`config.mk`:
```
export PLATFORM = sky130hd
export DESIGN_NAME = hfs_out
export DESIGN_NICKNAME = d
export VERILOG_FILES = /design/src/hw/rtl/hfs_pkg.sv /design/src/hw/rtl/hfs_out.sv
export SDC_FILE = /design/constraint.sdc
export NUM_CORES = 1
export LEC_CHECK = 0
export BUFFER_PORTS_ARGS = -buffer_cell sky130_fd_sc_hd__clkbuf_2
export CAP_MARGIN = 20
export CORE_MARGIN = 3
export CORE_UTILIZATION = 45
export CTS_CLUSTER_DIAMETER = 200
export DETAILED_ROUTE_END_ITERATION = 16
export GPL_TIMING_DRIVEN = 0
export PLACE_DENSITY = 0.74
export SLEW_MARGIN = 40
export SYNTH_ARGS = -nofsm -noshare
export SYNTH_HDL_FRONTEND = slang
export SYNTH_SLANG_ARGS = --single-unit
```
`constraint.sdc`:
```
create_clock -name clk -period 2.8 [get_ports clk]
set_clock_uncertainty 0.05 [all_clocks]
set_input_delay 0.28 -clock clk [delete_from_list [all_inputs] [get_ports clk]]
set_output_delay 0.28 -clock clk [all_outputs]
set_load 0.01 [all_outputs]
```
`src/hw/rtl/hfs_pkg.sv`:
```
// Package with the types, constants and word formats of the hexamer frame score unit.
`default_nettype none
package hfs_pkg;

    localparam int TABLE_VALUE_WIDTH = 16;
    localparam int SUM_WIDTH         = 40;
    localparam int TABLE_ENTRIES     = 4096;
    localparam int ADDR_WIDTH        = $clog2(TABLE_ENTRIES);
    localparam int SCORE_WIDTH       = 40;
    localparam int SEEN_WIDTH        = 3;

    localparam logic [SEEN_WIDTH-1:0] HEXAMER_BASES = SEEN_WIDTH'(6);

    localparam logic MODE_TABLE = 1'b0;
    localparam logic MODE_BASE  = 1'b1;

    localparam logic [7:0] CHAR_A = 8'h61;
    localparam logic [7:0] CHAR_C = 8'h63;
    localparam logic [7:0] CHAR_G = 8'h67;
    localparam logic [7:0] CHAR_T = 8'h74;

    localparam logic [1:0] PHASE_0 = 2'd0;
    localparam logic [1:0] PHASE_1 = 2'd1;
    localparam logic [1:0] PHASE_2 = 2'd2;

    typedef logic signed [TABLE_VALUE_WIDTH-1:0] table_value_t;
    typedef logic signed [SUM_WIDTH-1:0]         sum_t;
    typedef logic [ADDR_WIDTH-1:0]               hexamer_index_t;
    typedef logic [1:0]                          phase_t;

    typedef struct packed {
        logic               mode;
        logic [11:0]        table_address;
        logic signed [15:0] table_value;
        logic [7:0]         base;
        logic               last;
    } hfs_in_t;

    typedef struct packed {
        logic signed [SCORE_WIDTH-1:0] window_score;
        logic                          saturated;
    } hfs_out_t;

    typedef struct packed {
        logic         valid;
        logic         add_en;
        logic         last;
        phase_t       phase;
        table_value_t value;
    } hfs_base_stage_t;

    typedef struct packed {
        logic valid;
        sum_t sum_0;
        sum_t sum_1;
        sum_t sum_2;
        logic overflow;
    } hfs_snapshot_t;

endpackage
`default_nettype wire

```
`src/hw/rtl/hfs_out.sv`:
```
// Selection of the largest phase sum into the result register.
`default_nettype none
module hfs_out
    import hfs_pkg::*;
(
    input  wire logic          clk,
    input  wire logic          rst_n,
    input  wire hfs_snapshot_t snap,
    output logic               snap_take,
    output logic               score_valid,
    input  wire logic          score_ready,
    output hfs_out_t           score
);

    logic     valid_reg;
    hfs_out_t score_reg;
    sum_t     best_01;
    sum_t     best;

    assign snap_take = snap.valid && (!valid_reg || score_ready);
    assign best_01   = (snap.sum_1 > snap.sum_0) ? snap.sum_1 : snap.sum_0;
    assign best      = (snap.sum_2 > best_01) ? snap.sum_2 : best_01;

    always_ff @(posedge clk or negedge rst_n)
    begin
        if (!rst_n)
        begin
            valid_reg <= 1'b0;
        end
        else if (snap_take)
        begin
            valid_reg <= 1'b1;
        end
        else if (score_ready)
        begin
            valid_reg <= 1'b0;
        end
    end

    always_ff @(posedge clk)
    begin
        if (snap_take)
        begin
            score_reg.window_score <= SCORE_WIDTH'(best);
            score_reg.saturated    <= snap.overflow;
        end
    end

    assign score_valid = valid_reg;
    assign score       = score_reg;

endmodule
`default_nettype wire

```
==> reports/results.tsv <==
stage	metric	value	unit
cts	cts_buffer_depth	2	
status	status	finished with violations	
final_layout	area_growth_syn_to_layout	46.7	%
routing	viasPerCell	6.00	
global_route	track_usage	25.4	%
routing	wl	16.0	mm
synth	synth_edf_count	41	
global_route	grt_pass1_wl	23.1	mm
timing	max_slew_margin	63.3	%
floorplan	fp.dieW	106	µm
global_route	grt_pass1_vias	4883	
final_layout	fin_area	6610	µm²
global_route	grt_overflow	0	
cts	cts.sinks	42	
timing	rsz0062_at_grt	true	
cts	cts_tree	built	
setup_path	worst_ep_required_time	2800	ps
synth	synth-seq-cells	42	
synth	netlist_instances	528	
timing	maxSlewViolCount	0	
cts	clk_pin_slew_worst_paths	100	ps
final_layout	nNetsFinal	927	
power	power	3.10	mW
power	p_leak	3.01	nW
timing	tightestPinTransition	547	ps
synth	yosysSeqAreaShare	27.9	%
timing	setup_slack	-2000	ps
job	max_cap_violations	0	
placed_design	placed_area	5540	µm²
timing	fin_crit_sh	171	%
routing	ant_nets	0	
status	violations	negative setup slack	
routing	detail_route.wl_per_cell	18.7	µm
placed_design	portBuffers	167	
routing	drtIter0Drc	232	
cts	insertion_delay	310	ps
final_layout	n_antenna_cell	0	
cts	ctsHtreeMaxLevel	2	
setup_path	critPathMaxFanout	10	
synth	yosysUniqueCellTypes	42	
synth	synth.most_common_cell	ha_1	
floorplan	die_area	11200	µm²
synth	synth_area_leaders	edfxtp_1 27%, ha_1 22%, a21oi_1 7.9%	
timing	finalSetupViolCount	40	
timing	fin_crit	4800	ps
global_route	grt_max_degree	27	
floorplan	pin_count	168	
floorplan	coreArea	9460	µm²
placed_design	hpwlAfterDp	11.3	mm
routing	firstDrtPassIters	4	
synth	yosysTopAreaCell	edfxtp_1	
synth	synth_nets	733	
synth	synth_top_area_share	27.3	%
floorplan	die_y	106	µm
setup_path	end_kind	flip-flop	
placed_design	gp_congestion	0.857	
final_layout	fillers	735	
final_layout	largest_reg_flops	41	
global_route	antenna_found_initial	0	
synth	synth_top_flop_cell	edfxtp_1	
cts	numCtsBuffers	5	
synth	ys_top_cells_by_count	80 x ha_1, 71 x a21oi_1, 45 x inv_1	
timing	final_hold_viol_count	0	
setup_path	critPathArrivalTime	4800	ps
floorplan	fp-row-count	35	
hold_path	hp-class	in -> reg	
routing	drc_errors	0	
power	vdd.ir_drop.worst	255	µV
power	powerDensity	470	nW/µm²
final_layout	drive_gt1_share	42.2	%
cts	root_buffer	clkbuf_8	
synth	yosys_warnings	0	
setup_path	start_kind	input port	
setup_path	critPathKind	in -> reg	
synth	syn_area_per_cell	8.53	µm²
routing	vias	5111	
floorplan	start_util	47.6	%
timing	clock.fmax	0.208	GHz
synth	netlist_area	4500	µm²
synth	synthArstFlopShare	2.38	%
final cells by class:
cell class | instances | area, µm² | share of cell area, %
multi-input cells | 412 | 3520 | 53.3
flip-flops and latches | 42 | 1260 | 19.0
repair buffers | 187 | 1160 | 17.6
plain buffers | 29 | 220 | 3.33
inverters | 45 | 174 | 2.63
well taps | 129 | 161 | 2.44
clock buffers | 5 | 68.8 | 1.04
clock inverters | 3 | 40.0 | 0.606
stage by stage:
stage	TNS (ps)	hold slack [ps]	setup WS (ps)	cells	utilization, %
final	-78440	91.5	-2000	852	69.8
after global routing	-88070	84.5	-2240	852	69.8
after CTS	-73120	92.1	-1860	839	62.5
after detailed placement	-107200	8.82	-2790	825	58.6
after global placement	-103400	4.37	-2650	824	58.4
after floorplan	-61970	-65.6	-1550	528	-
routing by layer:
| layer | wire (µm) | GRT usage (%) | vias to the layer above | part of all wire [%] |
|---|---|---|---|---|
| met5 | 0 | 0 | - | 0 |
| met4 | 414 | 7.40 | 0 | 2.6 |
| met3 | 1270 | 4.61 | 32 | 7.9 |
| met2 | 8080 | 45.0 | 274 | 51 |
| li1 | - | - | 2393 | - |
| met1 | 6210 | 31.6 | 2412 | 39 |
repair_timing:
| action | CTS | global route |
|---|---|---|
| cloned | 1 | 4 |
| hold endpoints to repair | 1 | 0 |
| pin swaps | 9 | 25 |
| setup buffers | 4 | 10 |
| hold buffers | 1 | 0 |
| gates resized for setup | 52 | 117 |
| setup endpoints to repair | 40 | 40 |
power breakdown:
group	leakage, nW	switching, mW	internal, mW	total (mW)
logic	2.55	0.913	0.802	1.71
registers	0.399	0.0258	0.846	0.872
clock network	0.0579	0.254	0.264	0.517
total	3.01	1.19	1.91	3.10
cell usage in the layout (no fill, tap or decap), drive strengths merged, types with 39 or more instances in the layout:
cell / netlist / routed
o21ai: 50 / 50
edfxtp: 41 / 41
or3: 39 / 39
buf: 6 / 41
clkbuf: 24 / 179
a31oi: 40 / 40
a21oi: 72 / 72
and2: 41 / 41
inv: 45 / 45
ha: 80 / 80
final timing paths:
check / start / to / slack, ps / cells past startpoint
min in group asynchronous: rst_n / score_valid / 220 / 2
max: snap[112] / score[31] / -2000 / 22
max reg2reg: score_valid / score[40] / 1390 / 3
min: snap[0] / score[0] / 90 / 1
min reg2reg: score_valid / score_valid / 490 / 2
max in group asynchronous: rst_n / score_valid / 2400 / 2
critical path: stages:
cell       delay (ps)
buf_6              70
inv_2              40
ha_4              270
nand4_1           200
nor4_4            450
nand3_2           190
o221ai_4          270
o22ai_4           190
clkbuf_16         210
or3_4             390
and2_4            150
ha_4              270
nand4_1           120
buf_6             160
nor4_4            320
nand2_2           140
a2111oi_4         310
or4_4             230
and2_4            140
buf_8             120
buf_6             150
a31oi_1           110
cell families after synthesis:
kind of cell / after synthesis / synth area share, %
DFF: 42 / 27.9
buffers and inverters: 75 / 7.11
AOI/OAI and AO/OA: 191 / 24.5
and+or+nand+nor: 140 / 18.3
adders and majority gates: 80 / 22.2
No activity file was read; power rests on OpenSTA's default activity.
