File: config.mk
export PLATFORM = sky130hd
export DESIGN_NAME = hfs_accum
export DESIGN_NICKNAME = d
export VERILOG_FILES = /design/src/hw/rtl/hfs_pkg.sv /design/src/hw/rtl/hfs_accum.sv
export SDC_FILE = /design/constraint.sdc
export NUM_CORES = 1
export LEC_CHECK = 0
export BUFFER_PORTS_ARGS = -buffer_cell sky130_fd_sc_hd__clkbuf_2
export CORE_MARGIN = 8
export CORE_UTILIZATION = 55
export CTS_CLUSTER_SIZE = 25
export DETAILED_ROUTE_END_ITERATION = 10
export GPL_TIMING_DRIVEN = 0
export PLACE_DENSITY = 0.73
export SYNTH_ARGS = -nofsm -noshare
export SYNTH_HDL_FRONTEND = slang
export SYNTH_SLANG_ARGS = --single-unit
File: constraint.sdc
create_clock -name clk -period 4.2 [get_ports clk]
set_clock_uncertainty 0.2 [all_clocks]
set_input_delay 0.42 -clock clk [delete_from_list [all_inputs] [get_ports clk]]
set_output_delay 0.42 -clock clk [all_outputs]
set_load 0.05 [all_outputs]
File: src/hw/rtl/hfs_pkg.sv
// Package with the types, constants and word formats of the hexamer frame score unit.
`default_nettype none
package hfs_pkg;

    localparam int TABLE_VALUE_WIDTH = 16;
    localparam int SUM_WIDTH         = 40;
    localparam int TABLE_ENTRIES     = 4096;
    localparam int ADDR_WIDTH        = $clog2(TABLE_ENTRIES);
    localparam int SCORE_WIDTH       = 40;
    localparam int SEEN_WIDTH        = 3;

    localparam logic [SEEN_WIDTH-1:0] HEXAMER_BASES = SEEN_WIDTH'(6);

    localparam logic MODE_TABLE = 1'b0;
    localparam logic MODE_BASE  = 1'b1;

    localparam logic [7:0] CHAR_A = 8'h61;
    localparam logic [7:0] CHAR_C = 8'h63;
    localparam logic [7:0] CHAR_G = 8'h67;
    localparam logic [7:0] CHAR_T = 8'h74;

    localparam logic [1:0] PHASE_0 = 2'd0;
    localparam logic [1:0] PHASE_1 = 2'd1;
    localparam logic [1:0] PHASE_2 = 2'd2;

    typedef logic signed [TABLE_VALUE_WIDTH-1:0] table_value_t;
    typedef logic signed [SUM_WIDTH-1:0]         sum_t;
    typedef logic [ADDR_WIDTH-1:0]               hexamer_index_t;
    typedef logic [1:0]                          phase_t;

    typedef struct packed {
        logic               mode;
        logic [11:0]        table_address;
        logic signed [15:0] table_value;
        logic [7:0]         base;
        logic               last;
    } hfs_in_t;

    typedef struct packed {
        logic signed [SCORE_WIDTH-1:0] window_score;
        logic                          saturated;
    } hfs_out_t;

    typedef struct packed {
        logic         valid;
        logic         add_en;
        logic         last;
        phase_t       phase;
        table_value_t value;
    } hfs_base_stage_t;

    typedef struct packed {
        logic valid;
        sum_t sum_0;
        sum_t sum_1;
        sum_t sum_2;
        logic overflow;
    } hfs_snapshot_t;

endpackage
`default_nettype wire

File: src/hw/rtl/hfs_accum.sv
// Saturating phase sum accumulators and the end-of-window snapshot register.
`default_nettype none
module hfs_accum
    import hfs_pkg::*;
(
    input  wire logic            clk,
    input  wire logic            rst_n,
    input  wire hfs_base_stage_t stage,
    output logic                 stage_take,
    input  wire logic            snap_take,
    output hfs_snapshot_t        snap
);

    localparam sum_t SUM_MAX = {1'b0, {(SUM_WIDTH-1){1'b1}}};
    localparam sum_t SUM_MIN = {1'b1, {(SUM_WIDTH-1){1'b0}}};

    sum_t                sums_reg [3];
    sum_t                sums_next [3];
    logic                overflow_reg;
    logic                snap_valid_reg;
    sum_t                snap_sum_reg [3];
    logic                snap_overflow_reg;
    sum_t                selected;
    sum_t                addend;
    logic [SUM_WIDTH:0]  wide;
    sum_t                clamped;
    logic                hit;

    assign stage_take = stage.valid && (!stage.last || !snap_valid_reg || snap_take);

    always_comb
    begin
        case (stage.phase)
            PHASE_0: selected = sums_reg[0];
            PHASE_1: selected = sums_reg[1];
            default: selected = sums_reg[2];
        endcase
    end

    assign addend = SUM_WIDTH'(stage.value);
    assign wide   = {selected[SUM_WIDTH-1], selected} + {addend[SUM_WIDTH-1], addend};
    assign hit    = stage.add_en && (wide[SUM_WIDTH] != wide[SUM_WIDTH-1]);

    always_comb
    begin
        if (wide[SUM_WIDTH] != wide[SUM_WIDTH-1])
        begin
            clamped = wide[SUM_WIDTH] ? SUM_MIN : SUM_MAX;
        end
        else
        begin
            clamped = sum_t'(wide[SUM_WIDTH-1:0]);
        end
        for (int p = 0; p < 3; p++)
        begin
            if (stage.add_en && (stage.phase == phase_t'(p)))
            begin
                sums_next[p] = clamped;
            end
            else
            begin
                sums_next[p] = sums_reg[p];
            end
        end
    end

    always_ff @(posedge clk or negedge rst_n)
    begin
        if (!rst_n)
        begin
            for (int p = 0; p < 3; p++)
            begin
                sums_reg[p] <= '0;
            end
            overflow_reg   <= 1'b0;
            snap_valid_reg <= 1'b0;
        end
        else
        begin
            if (stage_take)
            begin
                if (stage.last)
                begin
                    for (int p = 0; p < 3; p++)
                    begin
                        sums_reg[p] <= '0;
                    end
                    overflow_reg <= 1'b0;
                end
                else
                begin
                    for (int p = 0; p < 3; p++)
                    begin
                        sums_reg[p] <= sums_next[p];
                    end
                    overflow_reg <= overflow_reg || hit;
                end
            end
            if (stage_take && stage.last)
            begin
                snap_valid_reg <= 1'b1;
            end
            else if (snap_take)
            begin
                snap_valid_reg <= 1'b0;
            end
        end
    end

    always_ff @(posedge clk)
    begin
        if (stage_take && stage.last)
        begin
            for (int p = 0; p < 3; p++)
            begin
                snap_sum_reg[p] <= sums_next[p];
            end
            snap_overflow_reg <= overflow_reg || hit;
        end
    end

    assign snap.valid    = snap_valid_reg;
    assign snap.sum_0    = snap_sum_reg[0];
    assign snap.sum_1    = snap_sum_reg[1];
    assign snap.sum_2    = snap_sum_reg[2];
    assign snap.overflow = snap_overflow_reg;

endmodule
`default_nettype wire

==> results by group, run 1 <==
Global route
  • First-pass GRT wire length: 69910 µm
  • Total GRT Usage: 0.2977
  • Antenna violations before repair: 2
  • Final global-route overflow total: 0
  • Pin count of the biggest net entering global routing: 67
  • Vias in the first global route: 11480

Yosys
  • Share of the synthesized area in the top cell type: 0.2693
  • Average size of a mapped cell: 9.616 µm²
  • Top FF cell, synth: dfrtp_1
  • Post-synth EDFFs: 121
  • Fraction of registers with async set or reset after synthesis: 0.5021
  • Synthesized Nets: 1468
  • Count leader, synth: nand2_1
  • Seq/Total Area, Yosys: 0.4956
  • Synthesis Warnings: 0
  • Top cells by area, synth: edfxtp_1 27%, dfrtp_1 23%, o21ai_0 8.8%
  • Cell Area, Synth: 13490 µm²
  • Synthesized flop and latch total: 243
  • Mapped Cells: 1403
  • Commonest cells in the netlist: 302 x nand2_1, 236 x o21ai_0, 122 x dfrtp_1, 121 x edfxtp_1, 60 x a21oi_1
  • Number of distinct library cells after synthesis: 91
  • Cell taking the most area after synthesis: edfxtp_1

Finish
  • Ant. Diodes: 0
  • # fillers: 2061
  • Multi-input logic area: 6381 µm²
  • Nets@finish: 1645
  • Area growth syn-to-layout: 16.44%
  • Seq. cell area: 6686 µm²
  • Fraction of layout cells with a size suffix above 1: 0.1956

Worst hold path
  • Hold Startpoint: stage[19]
  • Hold-critical path depth: 2
  • Hold Crit Endpoint: snap_overflow_reg
  • Hold Path Class: input port to flip-flop

Placed design
  • HPWL after DPL: 33790 µm
  • I/O Buffers: 145
  • Placer Congestion: 1.005

Critical path
  • Crit path capture type: flip-flop
  • CP peak stage delay: 370 ps
  • R2r startpoint: sums_reg[65]
  • CP max FO: 13
  • Reg-to-reg setup timing slack: 70 ps
  • Critical path buffer and inverter count: 4
  • Crit-path cells: clkbuf_2 -> clkbuf_2 -> nand2_1 -> o21ai_1 -> ha_1 -> a21oi_1 -> o21ai_0 -> a32oi_2 -> a211oi_2 -> o31a_1 -> nor2_2 -> buf_4 -> buf_4 -> nor2_2 -> o31ai_2
  • Crit path kind: input port to flip-flop
  • Reg2reg end: snap_sum_reg[0][24]
  • Worst r2r path cells: 12
  • CP Data Arrival Time: 4310 ps
  • CP max stage cell: clkbuf_2
  • CP delay by family, top: compound AO/OA/AOI/OAI gates
  • CP required: 4350 ps
  • Critical Path Source Type: input port

Status
  • Status: finished with violations
  • Failing checks: DRC

Pwr
  • Lkg Pwr: 6.589 nW
  • Cell Pwr Density: 424.7 nW/µm²
  • Total power: 6.672 mW
  • VDD IR max: 0.3599 mV
  • Seq pwr share: 0.416
  • Net Switching: 2.255 mW
  • Sw Ratio: 0.3380
  • Clock network fraction of total power: 0.328
  • Cell-internal power: 4.417 mW
  • Combinational share of power: 0.255

Detailed routing
  • Final WL: 45820 µm
  • DRC: 1
  • Number of DRC markers in iteration 0: 1404
  • ANT nets after route: 0
  • WL/cell: 23.81 µm
  • Vias: 12090
  • DRT Pass-1 Iters: 9
  • Drt via density: 6.284

Clocking
  • Root buf cell: clkbuf_16
  • Clock buffer depth: 3
  • Clk slew on worst S/H paths: 60 ps
  • Clock Sinks: 243
  • H-tree Lvls: 1
  • CTS tree: done
  • Clock buffer count from CTS: 26
  • Worst-skew pair later-pin latency: 560 ps

Timing
  • Final Hold Vio Count: 0
  • Worst slew margin: 0.1509
  • Hold Slack: 63.05 ps
  • Pins Over Slew Limit: 0
  • Worst Max-Slew Pin Slew: 1271 ps
  • Setup-failing EPs final: 0
  • Fmax: 240.0 MHz
  • Min cycle time layout: 4166 ps
  • Tcrit/Tclk final: 0.9920
  • RSZ-0062 raised after global routing: yes

Floorplanning
  • Placeable Area: 24180 µm²
  • Die height: 172.6 µm
  • IO Count: 147
  • Cell Rows: 57
  • Chip width: 172.6 µm
  • Initial core utilization: 0.5580
  • Full die area: 29800 µm²

Job
  • Max_cap viols: 0
[worst max-delay path by stage]
stage,from,to,depth (start not counted),slack (ps)
detailed placement,stage[17],snap_sum_reg[0][67],15,-1500
global placement,stage[17],snap_sum_reg[0][67],15,-1490
CTS,sums_reg[57],snap_sum_reg[0][14],14,3
global route,stage[16],snap_sum_reg[0][24],15,-7
floorplan,stage[16],snap_sum_reg[0][111],15,50
finish,stage[17],snap_sum_reg[0][54],15,30
[worst reg2reg max path: stages, from the launching register on]
cell      delay, ps
dfrtp_1         390
mux2i_1          90
o21ai_1         330
ha_1            400
and4_4          260
and4_1          220
a221o_1         320
or3_4           360
o211ai_4        240
nand2_4         150
buf_6           200
o211ai_2        520
a21oi_1         150
[through the flow]
stage | instance area (µm²) | instances | setup TNS, ps | util | setup WS, ps
floorplan | 13500 | 1403 | 0 | - | 45.26
global placement | 14630 | 1872 | -270330 | 0.6051 | -1492
detailed placement | 14710 | 1875 | -275540 | 0.6083 | -1496
CTS | 15630 | 1924 | 0 | 0.6463 | 2.979
global route | 15710 | 1924 | -10.80 | 0.6498 | -7.175
finish | 15710 | 1924 | 0 | 0.6498 | 33.73
[cells by family (layout without fill, tap and decap cells)]
group | count (synthesis) | count (layout) | share of synthesized area
AND/OR/NAND/NOR | 436 | 436 | 0.1394
adder cells (fa/ha/maj) | 61 | 61 | 0.05472
buffers and inverters | 107 | 304 | 0.03978
AO/OA/AOI/OAI | 485 | 485 | 0.2204
multiplexers | 43 | 43 | 0.03199
XOR/XNOR | 28 | 28 | 0.01818
flip-flops | 243 | 243 | 0.4956
[metal layers]
metal / vias up / track usage / part of all wire / routed length (µm)
met3: 134 / 0.06992 / 0.11 / 5046
met5: - / 0 / 0.00022 / 10
met4: 2 / 0.1192 / 0.040 / 1855
li1: 5439 / - / - / -
met2: 670 / 0.4439 / 0.43 / 19730
met1: 5845 / 0.4134 / 0.42 / 19180
[what timing repair did]
action,4_1_cts,5_1_grt
pin swaps,0,3
hold endpoints to repair,57,0
hold buffers,2,0
buffers inserted,0,2
endpoints found under the setup margin,242,153
resized for setup,41,26
[layout make-up]
class,instances,share of cell area
Timing Repair Buffer,152,0.05328
Tap cell,324,0.02580
Sequential cell,243,0.4256
Clock buffer,38,0.04747
Inverter,15,0.003823
Buffer,89,0.03369
Clock inverter,10,0.004141
Multi-Input combinational cell,1053,0.4062
[power by group through the flow]
stage / clock, mW / combinational (mW) / sequential (mW)
detailed placement: 0 / 1.63 / 2.82
global placement: 0 / 1.61 / 2.82
CTS: 2.21 / 1.65 / 2.78
floorplan: 0 / 0.909 / 3.05
global route: 2.30 / 1.80 / 2.79
finish: 2.19 / 1.70 / 2.78
[cell usage in the layout, fill, tap and decap left out, types with 5 or more instances in the layout]
master and n:
a211oi_1 7, a21o_1 15, a21oi_1 57, a21oi_2 16
a22o_1 10, a31oi_1 8, and2_1 17, and3_1 7
buf_2 11, buf_4 9, buf_6 11, clkbuf_1 48
clkbuf_16 26, clkbuf_2 154, clkbuf_4 6, clkbuf_8 7
clkinv_1 5, dfrtp_1 122, edfxtp_1 121, ha_1 40
inv_1 14, maj3_1 6, maj3_2 14, mux2i_1 42
nand2_1 302, nand2b_1 6, nand3_1 13, nand4_1 9
nor2_1 40, nor3_1 10, o211ai_1 17, o21ai_0 226
o21ai_1 54, o21bai_1 5, xnor2_1 12, xor2_1 16
(Power assumes the default switching activity.)
==> run 2: changes to the inputs <==
- BUFFER_PORTS_ARGS: -buffer_cell sky130_fd_sc_hd__clkbuf_2 -> default
- DONT_BUFFER_PORTS: default -> 1
- PLACE_DENSITY: 0.73 -> 0.71
- clock period: 4.2 -> 3.7 ns (I/O delays scaled with it)
==> run 2 against run 1 <==
Compared with the run above: the flow finishes with violations (setup timing); non-clock buffer count is 55 lower; total power up 26%; register-to-register slack worse by 280 ps; worst hold slack lost 41 ps; critical path depth down 1; critical endpoint is now snap_sum_reg[0][71]; highest routed layer is now met4.
==> results by group, run 2 (synthesis results as in run 1) <==
Status
  • Status: finished with violations
  • Failing checks: setup timing

Critical path
  • CP required: 3780 ps (-570 ps)
  • Worst setup path startpoint: sums_reg[66]
  • Crit path kind: flip-flop to flip-flop
  • CP max stage cell: dfrtp_1
  • Crit path capture type: flip-flop
  • R2r startpoint: sums_reg[66]
  • Crit-path cells: mux2i_1 -> o21ai_1 -> ha_1 -> buf_6 -> and2_4 -> and4_4 -> a221o_1 -> or3_4 -> o211ai_4 -> and2_4 -> buf_12 -> buf_12 -> o221ai_4 -> a22o_1
  • Critical Path Source Type: flip-flop
  • Critical path buffer and inverter count: 3 (-1)
  • CP Data Arrival Time: 3990 ps (-320 ps)
  • CP delay by family, top: compound AO/OA/AOI/OAI gates
  • CP peak stage delay: 410 ps (+40 ps)
  • CP max FO: 10 (-3)

Timing
  • Final Worst Setup Slack: -208.7 ps (-242.4 ps)
  • Setup-failing EPs final: 221 (+221)
  • Tcrit/Tclk final: 1.056
  • Min cycle time layout: 3909 ps
  • TNS Setup: -18170 ps (-18170 ps)
  • Pins Over Slew Limit: 0 (unchanged)
  • Worst Max-Slew Pin Slew: 1353 ps (+82.47 ps)
  • Fmax: 255.8 MHz
  • Worst slew margin: 0.09580 (-0.05510)
  • RSZ-0062 raised after global routing: yes
  • Final Hold Vio Count: 0 (unchanged)

Detailed routing
  • ANT nets after route: 0 (unchanged)
  • Final WL: 50070 µm (+9.3%)
  • Number of DRC markers in iteration 0: 1616 (+15%)
  • WL met3: 5313 µm (+5.3%)
  • Routed wl met2: 22150 µm (+12%)
  • Drt via density: 6.651 (+5.8%)
  • DRC: 0 (-1)
  • M1 WL: 20050 µm (+4.6%)
  • WL/cell: 26.79 µm (+12%)
  • Vias: 12430 (+2.8%)
  • Highest metal used: met4
  • DRT Pass-1 Iters: 7 (-2)

Finish
  • Commonest non-fill, non-tap cell in the layout: nand2_1
  • Commonest non-fill, non-tap cells in the layout: 302 x nand2_1, 122 x dfrtp_1, 121 x edfxtp_1
  • Ant. Diodes: 0 (unchanged)
  • # fillers: 1699 (-18%)
  • Nets@finish: 1590 (-3.3%)
  • Area growth syn-to-layout: 27.70%
  • Util after Layout: 0.7126 (+0.06283)
  • Fraction of layout cells with a size suffix above 1: 0.2654 (+0.06975)

Floorplanning
  • Full die area: 29800 µm² (unchanged)
  • Initial core utilization: 0.5580 (unchanged)
  • Die height: 172.6 µm (unchanged)
  • IO Count: 147 (unchanged)
  • Cell Rows: 57 (unchanged)
  • Placeable Area: 24180 µm² (unchanged)
  • Chip width: 172.6 µm (unchanged)

Clocking
  • Clock buffer depth: 3 (unchanged)
  • CTS tree: done
  • Root buf cell: clkbuf_16
  • Clock buffer count from CTS: 26 (unchanged)
  • H-tree Lvls: 1 (unchanged)
  • Clk slew on worst S/H paths: 60 ps (about the same)
  • Clock Sinks: 243 (unchanged)
  • Worst-skew pair later-pin latency: 540 ps (-20 ps)

Placed design
  • Placer Congestion: 0.9580 (-4.7%)
  • I/O Buffers: 0 (-100%)
  • HPWL after DPL: 32030 µm (-5.2%)
  • Worst slack, placed: -1872 ps (-375.3 ps)

Worst hold path
  • Hold Startpoint: stage[0]
  • Hold Path Class: input port to flip-flop

Global route
  • Total GRT Usage: 0.3038 (+0.006042)
  • Pin count of the biggest net entering global routing: 123 (+84%)
  • Vias in the first global route: 11690 (+1.8%)
  • First-pass GRT wire length: 71010 µm (+1.6%)
  • Final global-route overflow total: 0 (unchanged)
  • Antenna violations before repair: 0 (-2)

Pwr
  • VDD IR max: 0.3364 mV (-6.5%)
  • Cell Pwr Density: 486.5 nW/µm² (+15%)
  • Total power: 8.382 mW (+26%)
  • Lkg Pwr: 6.946 nW (+5.4%)

Job
  • Max_cap viols: 0 (unchanged)
run 2: cell types whose count changed in the layout (fill, tap and decap cells not counted), sizes merged:
cell,delta
inv,+2
bufinv,+2
dlygate4sd3,+5
clkinv,-6
clkinvlp,+2
clkbuf,-138
buf,+78
run 2: power by group:
group	internal [mW]	total [mW]	switching [mW]
registers	3.06	3.44	0.376
logic	0.891	2.25	1.36
clock network	1.59	2.70	1.10
total	5.55	8.38	2.84
run 2: stage by stage:
stage / area (µm²) / cells / hold slack (ps)
2_1_floorplan: 13600 / 1403 / -125.6
3_3_place_gp: 14000 / 1727 / -121.2
3_5_place_dp: 14040 / 1729 / -120.5
4_1_cts: 15750 / 1801 / 18.20
5_1_grt: 17230 / 1869 / 30.06
6_report: 17230 / 1869 / 21.72
run 2: tightest hold or removal path, cell delays in order:
cell,delay (ps)
ha_2,160
a21oi_1,70
o21ai_1,120
run 2: timing repair:
item	4_1_cts	5_1_grt
cloned	1	11
hold endpoints to repair	129	0
setup buffers	18	58
hold buffers	8	0
pin swaps	36	136
setup endpoints to repair	242	236
gates resized for setup	153	311
run 2: final timing paths:
check	end	slack, ps	cells past startpoint
max	snap_sum_reg[0][71]	-210	14
min reg2reg	sums_reg[16]	300	2
min	sums_reg[80]	20	3
max reg2reg	snap_sum_reg[0][71]	-210	14
min in group asynchronous	sums_reg[49]	220	2
max in group asynchronous	sums_reg[29]	2500	2
run 2: area by class of cell:
type	count	area [µm²]	area share
repair buffers	98	1109	0.06434
clock buffers	38	768.2	0.04459
plain buffers	88	815.8	0.04735
inverters	15	60.06	0.003486
multi-input cells	1053	7264	0.4216
well taps	324	405.4	0.02353
flip-flops and latches	243	6686	0.3881
clock inverters	10	120.1	0.006972
run 2: per-layer routing:
metal  GRT usage  vias up
li1            -     5347
met2      0.4713      825
met1      0.4134     6075
met3     0.05816      183
met5           0        -
met4      0.1240        0
